File: config.mk
export PLATFORM = sky130hd
export DESIGN_NAME = url_span_finder_flat
export DESIGN_NICKNAME = d
export VERILOG_FILES = /design/src/hw/rtl/usf_pkg.sv /design/src/hw/rtl/usf_if.sv /design/src/hw/rtl/usf_classify.sv /design/src/hw/rtl/usf_scan.sv /design/src/hw/rtl/url_span_finder.sv /design/src/flat_wrapper.sv
export SDC_FILE = /design/constraint.sdc
export NUM_CORES = 1
export LEC_CHECK = 0
export BUFFER_PORTS_ARGS = -buffer_cell sky130_fd_sc_hd__buf_2
export CORE_MARGIN = 3
export CORE_UTILIZATION = 39
export CTS_CLUSTER_SIZE = 10
export DETAILED_ROUTE_END_ITERATION = 6
export GPL_ROUTABILITY_DRIVEN = 1
export PLACE_DENSITY = 0.55
export SLEW_MARGIN = 10
export SYNTH_ARGS = -nofsm -noshare
export SYNTH_HDL_FRONTEND = slang
export SYNTH_SLANG_ARGS = --single-unit
File: constraint.sdc
create_clock -name clk -period 7.4 [get_ports clk]
set_input_delay 0.74 -clock clk [delete_from_list [all_inputs] [get_ports clk]]
set_output_delay 0.74 -clock clk [all_outputs]
set_load 0.01 [all_outputs]
File: src/hw/rtl/usf_pkg.sv
`timescale 1ns / 1ps

package usf_pkg;

  // Longest line scanned; later bytes of a line are ignored.
  localparam int MAX_LINE = 65536;
  // Position counter must reach MAX_LINE itself.
  localparam int POS_W = $clog2(MAX_LINE + 1);

  localparam int TEXT_BYTE_W  = 8;
  localparam int URL_START_W  = 16;
  localparam int URL_LENGTH_W = 17;

  typedef logic [POS_W-1:0] pos_t;

  typedef struct packed {
    logic letter;
    logic url_char;
    logic colon;
    logic slash;
  } byte_class_t;

  typedef struct packed {
    logic                    emit;
    logic [URL_START_W-1:0]  url_start;
    logic [URL_LENGTH_W-1:0] url_length;
  } scan_result_t;

endpackage

File: src/hw/rtl/usf_if.sv
`timescale 1ns / 1ps

interface usf_text_if;
  logic                           valid;
  logic                           ready;
  logic [usf_pkg::TEXT_BYTE_W-1:0] text_byte;
  logic                           line_end;

  modport source (output valid, output text_byte, output line_end, input ready);
  modport sink   (input valid, input text_byte, input line_end, output ready);
endinterface

interface usf_span_if;
  logic                            valid;
  logic                            ready;
  logic [usf_pkg::URL_START_W-1:0]  url_start;
  logic [usf_pkg::URL_LENGTH_W-1:0] url_length;

  modport source (output valid, output url_start, output url_length, input ready);
  modport sink   (input valid, input url_start, input url_length, output ready);
endinterface

File: src/hw/rtl/usf_classify.sv
`timescale 1ns / 1ps

module usf_classify (
  input  logic [usf_pkg::TEXT_BYTE_W-1:0] text_byte,
  output usf_pkg::byte_class_t            cls
);
  import usf_pkg::*;

  logic letter;
  logic digit;
  logic punct;

  always_comb begin
    letter = 1'b0;
    digit  = 1'b0;
    punct  = 1'b0;
    case (text_byte) inside
      ["a":"z"], ["A":"Z"]: letter = 1'b1;
      ["0":"9"]:            digit  = 1'b1;
      "~", ";", "/", "?", ":", "@", "=", "&", "$", "-",
      "_", ".", "+", "!", "*", "'", "(", ")", ",": punct = 1'b1;
      default: ;
    endcase
  end

  // bytes 128..255 match nothing above
  assign cls.letter   = letter;
  assign cls.url_char = letter | digit | punct;
  assign cls.colon    = (text_byte == ":");
  assign cls.slash    = (text_byte == "/");

endmodule

File: src/hw/rtl/usf_scan.sv
`timescale 1ns / 1ps

module usf_scan (
  input  logic                   clk,
  input  logic                   rst,
  input  logic                   go,
  input  usf_pkg::byte_class_t   cls,
  input  logic                   line_end,
  output usf_pkg::scan_result_t  res
);
  import usf_pkg::*;

  typedef enum logic [1:0] {
    SEP_NONE,
    SEP_COLON,
    SEP_ONE_SLASH,
    SEP_FULL
  } sep_phase_t;

  pos_t       char_position,       char_position_next;
  pos_t       letter_run_start,    letter_run_start_next;
  logic       previous_was_letter, previous_was_letter_next;
  sep_phase_t separator_phase,     separator_phase_next;
  pos_t       candidate_start,     candidate_start_next;
  logic       candidate_valid,     candidate_valid_next;
  logic       url_open,            url_open_next;
  pos_t       open_url_start,      open_url_start_next;
  logic       line_overflowed,     line_overflowed_next;
  logic       clear;
  pos_t       span_start;
  pos_t       span_len;

  always_comb begin
    char_position_next       = char_position;
    letter_run_start_next    = letter_run_start;
    previous_was_letter_next = previous_was_letter;
    separator_phase_next     = separator_phase;
    candidate_start_next     = candidate_start;
    candidate_valid_next     = candidate_valid;
    url_open_next            = url_open;
    open_url_start_next      = open_url_start;
    line_overflowed_next     = line_overflowed;
    clear                    = line_end;
    res.emit                 = 1'b0;
    span_start               = open_url_start;
    span_len                 = '0;

    if (line_overflowed) begin
      // rest of an over-long line: nothing but waiting for line_end
    end else if (char_position >= POS_W'(MAX_LINE)) begin
      // first byte past the limit closes any open URL at the limit
      res.emit             = url_open;
      span_len             = POS_W'(MAX_LINE) - open_url_start;
      url_open_next        = 1'b0;
      line_overflowed_next = 1'b1;
    end else begin
      if (url_open) begin
        if (!cls.url_char) begin
          res.emit                 = 1'b1;
          span_len                 = char_position - open_url_start;
          url_open_next            = 1'b0;
          separator_phase_next     = SEP_NONE;
          candidate_valid_next     = 1'b0;
          previous_was_letter_next = 1'b0;
        end
      end else if (separator_phase == SEP_FULL && candidate_valid && cls.url_char) begin
        url_open_next        = 1'b1;
        open_url_start_next  = candidate_start;
        separator_phase_next = SEP_NONE;
        candidate_valid_next = 1'b0;
      end else begin
        if (cls.colon) begin
          candidate_valid_next = previous_was_letter;
          candidate_start_next = previous_was_letter ? letter_run_start : '0;
          separator_phase_next = SEP_COLON;
        end else if (cls.slash && separator_phase == SEP_COLON) begin
          separator_phase_next = SEP_ONE_SLASH;
        end else if (cls.slash && separator_phase == SEP_ONE_SLASH) begin
          separator_phase_next = SEP_FULL;
        end else begin
          separator_phase_next = SEP_NONE;
        end
        if (cls.letter) begin
          if (!previous_was_letter) begin
            letter_run_start_next = char_position;
          end
          previous_was_letter_next = 1'b1;
        end else begin
          previous_was_letter_next = 1'b0;
        end
      end

      if (line_end) begin
        // URL still open at end of line runs through this byte
        if (url_open_next) begin
          res.emit   = 1'b1;
          span_start = open_url_start_next;
          span_len   = char_position + POS_W'(1) - open_url_start_next;
        end
      end else begin
        char_position_next = char_position + POS_W'(1);
      end
    end

    if (clear) begin
      char_position_next       = '0;
      letter_run_start_next    = '0;
      previous_was_letter_next = 1'b0;
      separator_phase_next     = SEP_NONE;
      candidate_start_next     = '0;
      candidate_valid_next     = 1'b0;
      url_open_next            = 1'b0;
      open_url_start_next      = '0;
      line_overflowed_next     = 1'b0;
    end

    res.url_start  = URL_START_W'(span_start);
    res.url_length = URL_LENGTH_W'(span_len);
  end

  always_ff @(posedge clk) begin
    if (rst) begin
      char_position       <= '0;
      letter_run_start    <= '0;
      previous_was_letter <= 1'b0;
      separator_phase     <= SEP_NONE;
      candidate_start     <= '0;
      candidate_valid     <= 1'b0;
      url_open            <= 1'b0;
      open_url_start      <= '0;
      line_overflowed     <= 1'b0;
    end else if (go) begin
      char_position       <= char_position_next;
      letter_run_start    <= letter_run_start_next;
      previous_was_letter <= previous_was_letter_next;
      separator_phase     <= separator_phase_next;
      candidate_start     <= candidate_start_next;
      candidate_valid     <= candidate_valid_next;
      url_open            <= url_open_next;
      open_url_start      <= open_url_start_next;
      line_overflowed     <= line_overflowed_next;
    end
  end

endmodule

File: src/hw/rtl/url_span_finder.sv
`timescale 1ns / 1ps

// URL span finder: scans a text line one byte per word and reports each URL
// of the form letters://rest as (url_start, url_length) within the line.
//
// text_in  : valid/ready words of text_byte plus line_end (last byte of line).
// span_out : valid/ready words of url_start (16 bit) and url_length (17 bit),
//            zero or one word per input byte, in line order.
//
// Throughput: one byte per cycle from the single scan stage, while span_out
// takes spans. A byte is first held in the input register; the span it
// closes is loaded into the result register as that byte passes the scan.
//
// When span_out stalls, the result register holds its word; the input
// register keeps taking bytes that produce no span and only blocks on a byte
// that would produce one, so upstream sees back-pressure only then.
//
// Reset (rst, synchronous) empties both registers and returns the scan to
// the start of a line. Bytes past MAX_LINE in a line are ignored; the first
// of them closes an open URL at the limit.
module url_span_finder (
  input  logic       clk,
  input  logic       rst,
  usf_text_if.sink   text_in,
  usf_span_if.source span_out
);
  import usf_pkg::*;

  // input register
  logic                   in_valid;
  logic [TEXT_BYTE_W-1:0] in_byte;
  logic                   in_end;

  // result register
  logic                    out_valid;
  logic [URL_START_W-1:0]  out_start;
  logic [URL_LENGTH_W-1:0] out_length;

  byte_class_t  cls;
  scan_result_t res;
  logic         out_free;
  logic         go;
  logic         take;

  usf_classify u_classify (
    .text_byte (in_byte),
    .cls       (cls)
  );

  usf_scan u_scan (
    .clk      (clk),
    .rst      (rst),
    .go       (go),
    .cls      (cls),
    .line_end (in_end),
    .res      (res)
  );

  // result register can load when empty or being drained this cycle
  assign out_free = !out_valid || span_out.ready;
  // byte moves through the scan unless it has a span with nowhere to go
  assign go       = in_valid && (!res.emit || out_free);
  assign take     = text_in.valid && text_in.ready;

  assign text_in.ready = !in_valid || go;

  always_ff @(posedge clk) begin
    if (rst) begin
      in_valid <= 1'b0;
    end else if (take) begin
      in_valid <= 1'b1;
    end else if (go) begin
      in_valid <= 1'b0;
    end
  end

  always_ff @(posedge clk) begin
    if (take) begin
      in_byte <= text_in.text_byte;
      in_end  <= text_in.line_end;
    end
  end

  always_ff @(posedge clk) begin
    if (rst) begin
      out_valid <= 1'b0;
    end else if (go && res.emit) begin
      out_valid <= 1'b1;
    end else if (span_out.ready) begin
      out_valid <= 1'b0;
    end
  end

  always_ff @(posedge clk) begin
    if (go && res.emit) begin
      out_start  <= res.url_start;
      out_length <= res.url_length;
    end
  end

  assign span_out.valid      = out_valid;
  assign span_out.url_start  = out_start;
  assign span_out.url_length = out_length;

endmodule
File: src/flat_wrapper.sv
// flat-port wrapper written by rule: the top's interface ports become plain ports
module url_span_finder_flat import usf_pkg::*;
  (clk, rst, text_in_valid, text_in_text_byte, text_in_line_end, text_in_ready, span_out_valid, span_out_url_start, span_out_url_length, span_out_ready);
  usf_text_if text_in_i ();
  usf_span_if span_out_i ();
  input  logic clk;
  input  logic rst;
  input wire logic [$bits(text_in_i.valid)-1:0] text_in_valid;
  input wire logic [$bits(text_in_i.text_byte)-1:0] text_in_text_byte;
  input wire logic [$bits(text_in_i.line_end)-1:0] text_in_line_end;
  output wire logic [$bits(text_in_i.ready)-1:0] text_in_ready;
  output wire logic [$bits(span_out_i.valid)-1:0] span_out_valid;
  output wire logic [$bits(span_out_i.url_start)-1:0] span_out_url_start;
  output wire logic [$bits(span_out_i.url_length)-1:0] span_out_url_length;
  input wire logic [$bits(span_out_i.ready)-1:0] span_out_ready;
  assign text_in_i.valid = text_in_valid;
  assign text_in_i.text_byte = text_in_text_byte;
  assign text_in_i.line_end = text_in_line_end;
  assign text_in_ready = text_in_i.ready;
  assign span_out_valid = span_out_i.valid;
  assign span_out_url_start = span_out_i.url_start;
  assign span_out_url_length = span_out_i.url_length;
  assign span_out_i.ready = span_out_ready;
  url_span_finder u_core (.clk(clk), .rst(rst), .text_in(text_in_i), .span_out(span_out_i));
endmodule
==> out/summary.txt, run 1 <==
Status: finished clean
Clock transition at the registers of the reported paths: 50 ps
Flops & latches, synth: 118
WL final: 20600 um
Nets: 912
Post-synthesis compound-gate area fraction: 21.1%
Peak supply drop: 0.000156 V
Fin crit share: 66.9%
RSZ-0062 raised after global routing: false
Worst-Skew Late Latency: 410 ps
Internal: 1.29 mW
Final core utilization: 45.9%
Clock root buffer: clkbuf_16
Initial core utilization: 40.2%
CTS tree: yes
Sum Neg Setup Slack: 0 ps
Final Wtd Congestion: 0.913
Largest family of logic cells by synthesized area: simple AND/OR/NAND/NOR gates
Syn Nets: 881
Synth top area share: 20.8%
Final Power: 1.64 mW
Post-synth ARST share: 0%
Endpoint class of the critical path: flop
CP Class: flop to flop
Hold buffers post-CTS: 0
Top-Level Pins: 48
Multiplexer share of the synthesized area: 3.13%
Final ANT Viol Nets: 0
Post_cts resized: 0
Vias per cell: 5.69
Post-Synth Simple-Gate Area: 21.2%
DIE WIDTH: 143 um
Ys flop type: dfxtp_1
Layout overhead on the synthesized area: 14.3%
TritonRoute pass-1 iters: 5
Hold Crit Class: flop to flop
Most numerous cell in the Yosys netlist: nand2_1
Sw Share: 21.4%
Total grt overflow: 0
Initial antenna violation count: 0
Pleak: 2.88 nW
Wire length of the first global-routing pass: 33200 um
Clock Sinks: 118
Post-CTS Setup Bufs: 0
Yosys top cell by area: dfxtp_1
DP HPWL: 14800 um
Peak Freq: 202 MHz
Syn avg cell area: 8.77 um^2
WP data required: 7570 ps
Netlist Area Pre-Place: 7310 um^2
Core area: 18200 um^2
Via count of the first global-routing pass: 5995
Logic pwr share: 4.7%
PortBufs: 47
Layout Skew: 6.64 ps
Final setup margin: 2450 ps
Net Sw Power: 0.351 mW
Largest net degree at the start of global routing: 49
Fin. Hold Viols: 0
Drt initial violations: 479
Count of pins over their slew limit: 0
CP Max Fanout: 26
Setup violators final: 0
Sequential share of the synthesized area: 38.0%
Slew @ Worst Pin: 1030 ps
# DRC: 0
H-tree depth: 4
Layout filler cell count: 1759
Minimum clock period: 4950 ps
ANT cells: 0
Global Route Usage Sum: 20.8%
Slew HR: 31.2%
Cell row count: 49
Share of cells above drive strength 1: 12.5%
Cell count after synthesis: 834
Max-Cap Viols: 0
Die Area: 20400 um^2
Adder-cell area share of the yosys netlist: 6.06%
Startpoint Class: flop
Sequential share of power: 41.6%
Clk network pwr share: 53.7%
Area after DPL: 7740 um^2
Synth area leaders: dfxtp_1, edfxtp_1, ha_1
Power Density: 196 nW/um^2
Setup WS pre-CTS: 2510 ps
Clock buffer depth: 2
Total CTS buffers: 17
Top cells by count, synth: nand2_1, dfxtp_1, a21oi_1
YS warnings: 0
Via count: 6300
Worst path cell trace: or3b_1 > a2111oi_1 > a21o_2 > o41ai_4 > nor2_4 > mux2i_1 > ha_1 > nor2b_1 > and3_1 > o32ai_1 > o211a_1 > nor2_1 > a41oi_1 > xnor2_1 > a22o_1
CP arrival: 5120 ps
Cell variety after synth: 88
Finished layout cell area: 8360 um^2
Max incr delay on CP: 690 ps
Post-synthesis xor/xnor area fraction: 6.67%
Post-synth EDFFs: 42
Avg WL per Cell: 18.6 um
CP max-delay cell: nor2_4
Die height: 143 um
[final timing paths]
| check | startpoint | endpoint | slack (ps) | depth (start not counted) |
|---|---|---|---|---|
| hold reg to reg | u_core.u_scan.letter_run_start[13]$_SDFFE_PP0P_ | u_core.u_scan.letter_run_start[13]$_SDFFE_PP0P_ | 450 | 2 |
| setup reg to reg | u_core.in_byte[7]$_DFFE_PP_ | u_core.span_out.url_length[12]$_SDFFCE_PP0P_ | 2450 | 15 |
| setup / recovery | u_core.in_byte[7]$_DFFE_PP_ | u_core.span_out.url_length[12]$_SDFFCE_PP0P_ | 2450 | 15 |
| hold / removal | u_core.u_scan.letter_run_start[13]$_SDFFE_PP0P_ | u_core.u_scan.letter_run_start[13]$_SDFFE_PP0P_ | 450 | 2 |
[stage by stage]
stage / hold slack, ps / cells
CTS: 454 / 1107
floorplan: 432 / 834
finish: 451 / 1107
global placement: 441 / 1075
detailed placement: 445 / 1075
global route: 464 / 1107
[power by group through the flow]
stage / Clock, mW / Combinational [mW] / Sequential (mW)
after floorplan: 0 / 0.0577 / 0.693
after global placement: 0 / 0.0768 / 0.697
after detailed placement: 0 / 0.0764 / 0.697
after CTS: 0.896 / 0.0769 / 0.683
after global routing: 0.928 / 0.0841 / 0.684
final: 0.882 / 0.0769 / 0.683
[registers in the layout (all words and copies together) (netlist names), 2 cells and up]
name and cells:
u_core.span_out.url_start 16, u_core.span_out.url_length 17, u_core.u_scan.open_url_start 17, u_core.u_scan.char_position 17, u_core.in_byte 8, u_core.u_scan.candidate_start 17
u_core.u_scan.letter_run_start 17, u_core.u_scan.separator_phase 2
[cells by family (layout without fill, tap and decap cells)]
kind of cell	after synthesis	count (layout)
and+or+nand+nor	302	302
xor gates and xnor gates	54	54
DFF	118	118
AOI/OAI and AO/OA	230	230
adders and majority gates	35	35
buffers and inverters	73	117
muxes	22	22
[cell usage in the layout (no fill, tap or decap), types with 8 or more instances in the layout]
cell	n
nand2_1	99
dfxtp_1	76
a21oi_1	60
nor2_1	55
buf_2	47
o21ai_0	44
edfxtp_1	42
nand3_1	35
xnor2_1	34
ha_1	33
inv_1	28
o21ai_1	23
xor2_1	18
mux2i_1	17
clkbuf_16	17
nand2b_1	16
nor3_1	16
nand3b_1	15
a22o_1	14
nand4_1	9
and3_1	9
buf_4	9
a21o_1	8
[layout make-up]
type | instances | area [um^2] | area share [%]
well taps | 229 | 287 | 3.43
repair buffers | 56 | 303 | 3.62
clock buffers | 20 | 437 | 5.22
inverters | 29 | 109 | 1.30
clock inverters | 12 | 183 | 2.18
multi-input cells | 643 | 4260 | 51.0
flip-flops and latches | 118 | 2780 | 33.3
[metal layers]
layer	routed length [um]	GRT usage (%)	vias to the layer above	part of all wire [%]
met3	981	4.29	33	4.8
met2	8670	30.4	192	42
li1	-	-	3115	-
met4	369	5.85	0	1.8
met1	10500	31.0	2960	51
met5	0	0	-	0
[worst max-delay path: cells and delay by family (launching register included)]
family	cells	cell delay, ps
mux	1	380
flops	1	450
simple gates	5	1660
fa+ha+maj	1	340
xor+xnor	1	90
compound gates	7	1770
No activity file was read; power rests on OpenSTA's default activity.
==> inputs of run 2 (changes only) <==
==> constraint.sdc (replaced) <==
create_clock -name clk -period 5.1 [get_ports clk]
set_input_delay 0.51 -clock clk [delete_from_list [all_inputs] [get_ports clk]]
set_output_delay 0.51 -clock clk [all_outputs]
set_load 0.01 [all_outputs]
==> run 2 against run 1 <==
Against the previous run: core utilization up 0.16 points; first-iteration DRC count down 4.8%; non-clock buffer count up 5; register-to-register slack worse by 1800 ps; cell count up 0.45%; hold slack worse by 190 ps; final area up 0.34%; worst setup slack worse by 1800 ps; combinational power up 46%.
==> out/summary.txt, run 2 (synthesized netlist as in run 1, its figures left out) <==
Endpoint class of the critical path: flop
PortBufs: 47
DP HPWL: 14700 um
Peak supply drop: 0.000257 V
Worst-Skew Late Latency: 420 ps
Total CTS buffers: 17
ANT cells: 0
Layout Skew: 7.04 ps
Sum Neg Setup Slack: 0 ps
Max incr delay on CP: 470 ps
Die height: 143 um
Post-CTS Setup Bufs: 0
Status: finished clean
Final Wtd Congestion: 0.858
CP arrival: 4620 ps
RSZ-0062 raised after global routing: false
TritonRoute pass-1 iters: 5
Slew HR: 37.6%
Vias per cell: 5.64
Layout overhead on the synthesized area: 14.7%
Max-Cap Viols: 0
Nets: 917
WP data required: 5240 ps
Global Route Usage Sum: 20.4%
Final ANT Viol Nets: 0
Largest net degree at the start of global routing: 49
H-tree depth: 4
Setup violators final: 0
WL final: 20300 um
Die Area: 20400 um^2
Crit-path leading delay family: compound AO/OA/AOI/OAI gates
Share of cells above drive strength 1: 13.4%
Clock Sinks: 118
Peak Freq: 223 MHz
Worst path cell trace: or3b_1 > a2111oi_1 > a21o_2 > o41ai_4 > nor2_4 > buf_4 > mux2i_1 > ha_1 > nand2_1 > nand2_1 > a21o_1 > a21o_1 > a21oi_1 > o311ai_1 > a31oi_1 > xnor2_1 > o21ai_1
CTS tree: yes
Avg WL per Cell: 18.2 um
Power Density: 278 nW/um^2
Slew @ Worst Pin: 934 ps
Drt initial violations: 456
Initial antenna violation count: 0
Wire length of the first global-routing pass: 32400 um
Total grt overflow: 0
CP Max Fanout: 21
Clock transition at the registers of the reported paths: 60 ps
Core area: 18200 um^2
Startpoint Class: flop
Top-Level Pins: 48
Fin crit share: 87.9%
# DRC: 0
Via count of the first global-routing pass: 5762
CP max-delay cell: or3b_1
Final hold slack: 260 ps
Count of pins over their slew limit: 0
Via count: 6274
Initial core utilization: 40.2%
CP Class: flop to flop
WP buf/inv: 1
Post_cts resized: 0
Fin. Hold Viols: 0
Clock buffer depth: 2
DIE WIDTH: 143 um
Cell row count: 49
Final core utilization: 46.1%
Most common library cell in the layout ignoring fill and taps: nand2_1
Hold Crit Class: input pin to flop
Minimum clock period: 4480 ps
Hold buffers post-CTS: 0
Most frequent cells in the layout: nand2_1, dfxtp_1, a21oi_1
Clock root buffer: clkbuf_16
Pleak: 2.91 nW
## run 2: path summary, 6_finish.rpt
path	startpoint	depth (start not counted)	end	slack, ps
hold / removal	text_in_line_end	1	u_core.in_end$_DFFE_PP_	260
setup / recovery	u_core.in_byte[7]$_DFFE_PP_	17	u_core.span_out.url_length[16]$_SDFFCE_PP0P_	620
setup reg to reg	u_core.in_byte[7]$_DFFE_PP_	17	u_core.span_out.url_length[16]$_SDFFCE_PP0P_	620
hold reg to reg	u_core.u_scan.letter_run_start[2]$_SDFFE_PP0P_	2	u_core.u_scan.letter_run_start[2]$_SDFFE_PP0P_	450
## run 2: stage by stage
| stage | instances | cell area [um^2] | setup WS, ps | total power, mW |
|---|---|---|---|---|
| detailed placement | 1080 | 7780 | 675 | 1.12 |
| finish | 1112 | 8390 | 616 | 2.34 |
| global route | 1112 | 8390 | 250 | 2.41 |
| global placement | 1080 | 7780 | 755 | 1.12 |
| CTS | 1112 | 8390 | 614 | 2.35 |
| floorplan | 834 | 7310 | 260 | 1.09 |
## run 2: cell type report
class / instances / area (um^2)
multi-input cells: 643 / 4260
well taps: 229 / 287
flip-flops and latches: 118 / 2780
repair buffers: 61 / 340
clock inverters: 5 / 53.8
fillers: 1772 / 9820
clock buffers: 27 / 557
inverters: 29 / 109
## run 2: metal layers
layer	track usage (%)	vias to the layer above	wire, um
li1	-	3123	-
met1	30.5	2932	10300
met2	29.6	195	8590
met3	3.85	24	1010
met4	6.50	0	352
met5	0	-	0
## run 2: power breakdown
| group | internal [mW] | switching [mW] | leakage, nW |
|---|---|---|---|
| Combinational | 0.0391 | 0.0725 | 1.67 |
| Sequential | 0.978 | 0.0131 | 0.935 |
| Clock | 0.796 | 0.438 | 0.299 |
## run 2: worst register-to-register path, delay by kind of cell, from the launching register on
family,cells,cell delay [ps]
AOI/OAI and AO/OA,9,1680
xor gates and xnor gates,1,140
adders and majority gates,1,350
buffers and inverters,1,370
DFF,1,450
muxes,1,350
and+or+nand+nor,4,870
==> inputs of run 3 (changes only) <==
--- a/config.mk
+++ b/config.mk
@@ -11,7 +11,8 @@
 export CTS_CLUSTER_SIZE = 10
 export DETAILED_ROUTE_END_ITERATION = 6
 export GPL_ROUTABILITY_DRIVEN = 1
-export PLACE_DENSITY = 0.55
+export MAX_ROUTING_LAYER = met4
+export PLACE_DENSITY = 0.57
 export SLEW_MARGIN = 10
 export SYNTH_ARGS = -nofsm -noshare
 export SYNTH_HDL_FRONTEND = slang
==> constraint.sdc (replaced) <==
create_clock -name clk -period 4.02 [get_ports clk]
set_input_delay 0.402 -clock clk [delete_from_list [all_inputs] [get_ports clk]]
set_output_delay 0.402 -clock clk [all_outputs]
set_load 0.01 [all_outputs]
==> run 3 against run 2 <==
Against the previous run: final area rose by 9.9%; critical endpoint is now u_core.span_out.url_length[15]$_SDFFCE_PP0P_; first-iteration DRC count up 6.1%; sequential power up 26%; global-route usage up 1.3 points; worst setup slack lost 560 ps; combinational power grew 72%; hold slack worse by 110 ps; largest cell class unchanged; critical path depth unchanged; routed wire length grew 6.8%; sequential share of layout area is 3.0 points lower.
==> out/summary.txt, run 3 (synthesized netlist as in run 1, its figures left out) <==
Status: finished clean
PortBufs: 47
Minimum clock period: 3960 ps
Total grt overflow: 0
Placed Cells: 1129
Endpoint class of the critical path: flop
Final Wtd Congestion: 0.927
ANT cells: 0
Final setup margin: 59.8 ps
Die height: 143 um
Setup violators final: 0
Most frequent cells in the layout: nand2_1, buf_4, dfxtp_1
Share of cells above drive strength 1: 23.8%
WP buf/inv: 1
WP data required: 4190 ps
Total CTS buffers: 17
Slew @ Worst Pin: 852 ps
DIE WIDTH: 143 um
Final hold slack: 149 ps
Register area: 2780 um^2
Die Area: 20400 um^2
Wire length of the first global-routing pass: 33500 um
Crit-path most repeated cell: nor2_4
Pleak: 3.31 nW
Top-Level Pins: 48
Setup WS pre-CTS: -30.1 ps
Sum Neg Setup Slack: 0 ps
Non-filler instance count after layout: 1180
CP max-delay cell: edfxtp_1
Avg WL per Cell: 18.3 um
CTS tree: yes
Max incr delay on CP: 510 ps
Count of pins over their slew limit: 0
Power Density: 327 nW/um^2
RSZ-0062 raised after global routing: true
Initial core utilization: 40.2%
TritonRoute pass-1 iters: 4
Startpoint Class: flop
CP arrival: 4130 ps
Cell row count: 49
Layout filler cell count: 1682
Layout Skew: 5.71 ps
Peak supply drop: 0.000311 V
Final Power: 3.02 mW
Largest net degree at the start of global routing: 35
Fin crit share: 98.5%
Clock Sinks: 118
CP Max Fanout: 7
Clock buffer depth: 2
Fin. Hold Viols: 0
Vias per cell: 5.53
Worst-Skew Late Latency: 420 ps
Layout overhead on the synthesized area: 26.1%
H-tree depth: 4
Drt initial violations: 484
Clock root buffer: clkbuf_16
Flop2flop setup slack: 60 ps
WL final: 21600 um
DP HPWL: 15500 um
Initial antenna violation count: 0
Hold Crit Class: input pin to flop
Most common library cell in the layout ignoring fill and taps: nand2_1
Core area: 18200 um^2
Via count: 6530
# DRC: 0
Via count of the first global-routing pass: 6037
Final ANT Viol Nets: 0
Global Route Usage Sum: 21.7%
Slew HR: 43.0%
Crit-path leading delay family: compound AO/OA/AOI/OAI gates
CP Class: flop to flop
Worst path cell trace: nor2_4 > nor4b_4 > buf_4 > o2bb2ai_4 > o41ai_4 > nor2_4 > o21ai_2 > ha_4 > nor3_2 > o21ai_1 > nand4_1 > a221o_2 > a41oi_4 > a31oi_4 > a221oi_2 > o311a_1 > nand3_1
Area of the multi-input gates: 4550 um^2
Nets: 985
Peak Freq: 253 MHz
Max-Cap Viols: 0
Clock transition at the registers of the reported paths: 60 ps
[run 3: worst paths after layout]
check | startpoint | end | cells past startpoint
max reg2reg | u_core.in_byte[1]$_DFFE_PP_ | u_core.span_out.url_length[15]$_SDFFCE_PP0P_ | 17
max | u_core.in_byte[1]$_DFFE_PP_ | u_core.span_out.url_length[15]$_SDFFCE_PP0P_ | 17
min | text_in_text_byte[2] | u_core.in_byte[2]$_DFFE_PP_ | 1
min reg2reg | u_core.u_scan.letter_run_start[10]$_SDFFE_PP0P_ | u_core.u_scan.letter_run_start[10]$_SDFFE_PP0P_ | 2
[run 3: worst reg2reg max path, delay by kind of cell, from the launching register on]
| family | cells | cell delay [ps] |
|---|---|---|
| and+or+nand+nor | 6 | 760 |
| DFF | 1 | 510 |
| buffers and inverters | 1 | 170 |
| adders and majority gates | 1 | 180 |
| AOI/OAI and AO/OA | 9 | 2090 |
[run 3: repair_timing]
| action | CTS | global route |
|---|---|---|
| setup endpoints to repair | 7 | 13 |
| resized for setup | 2 | 45 |
| setup buffers | 2 | 17 |
| pin swaps | 1 | 31 |
| gates cloned | 0 | 0 |
| hold buffers | 0 | 0 |
[run 3: final cells by class]
| class | instances | share of cell area, % |
|---|---|---|
| clock buffer | 26 | 5.98 |
| clock inverter | 6 | 0.624 |
| inverter | 29 | 1.18 |
| multi-input combinational | 643 | 49.3 |
| sequential | 118 | 30.2 |
| tap | 229 | 3.11 |
| timing repair buffer | 129 | 9.66 |
[run 3: per-layer routing]
layer	up-vias	track usage, %	wire, um
met1	3051	30.5	10500
met4	0	7.75	523
met3	39	3.95	1170
li1	3260	-	-
met2	180	31.3	9450
met5	-	-	0
[run 3: stage by stage]
stage	utilization, %	cell area [um^2]
global route	50.7	9230
finish	50.7	9230
global placement	45.1	8220
detailed placement	45.1	8220
CTS	48.6	8840
floorplan	-	7370
[run 3: power breakdown]
group / total [mW] / leakage (nW) / switching (mW) / internal (mW)
registers: 1.25 / 0.935 / 0.0108 / 1.24
logic: 0.193 / 2.07 / 0.115 / 0.0784
clock network: 1.57 / 0.307 / 0.570 / 1.00
total: 3.02 / 3.31 / 0.695 / 2.32
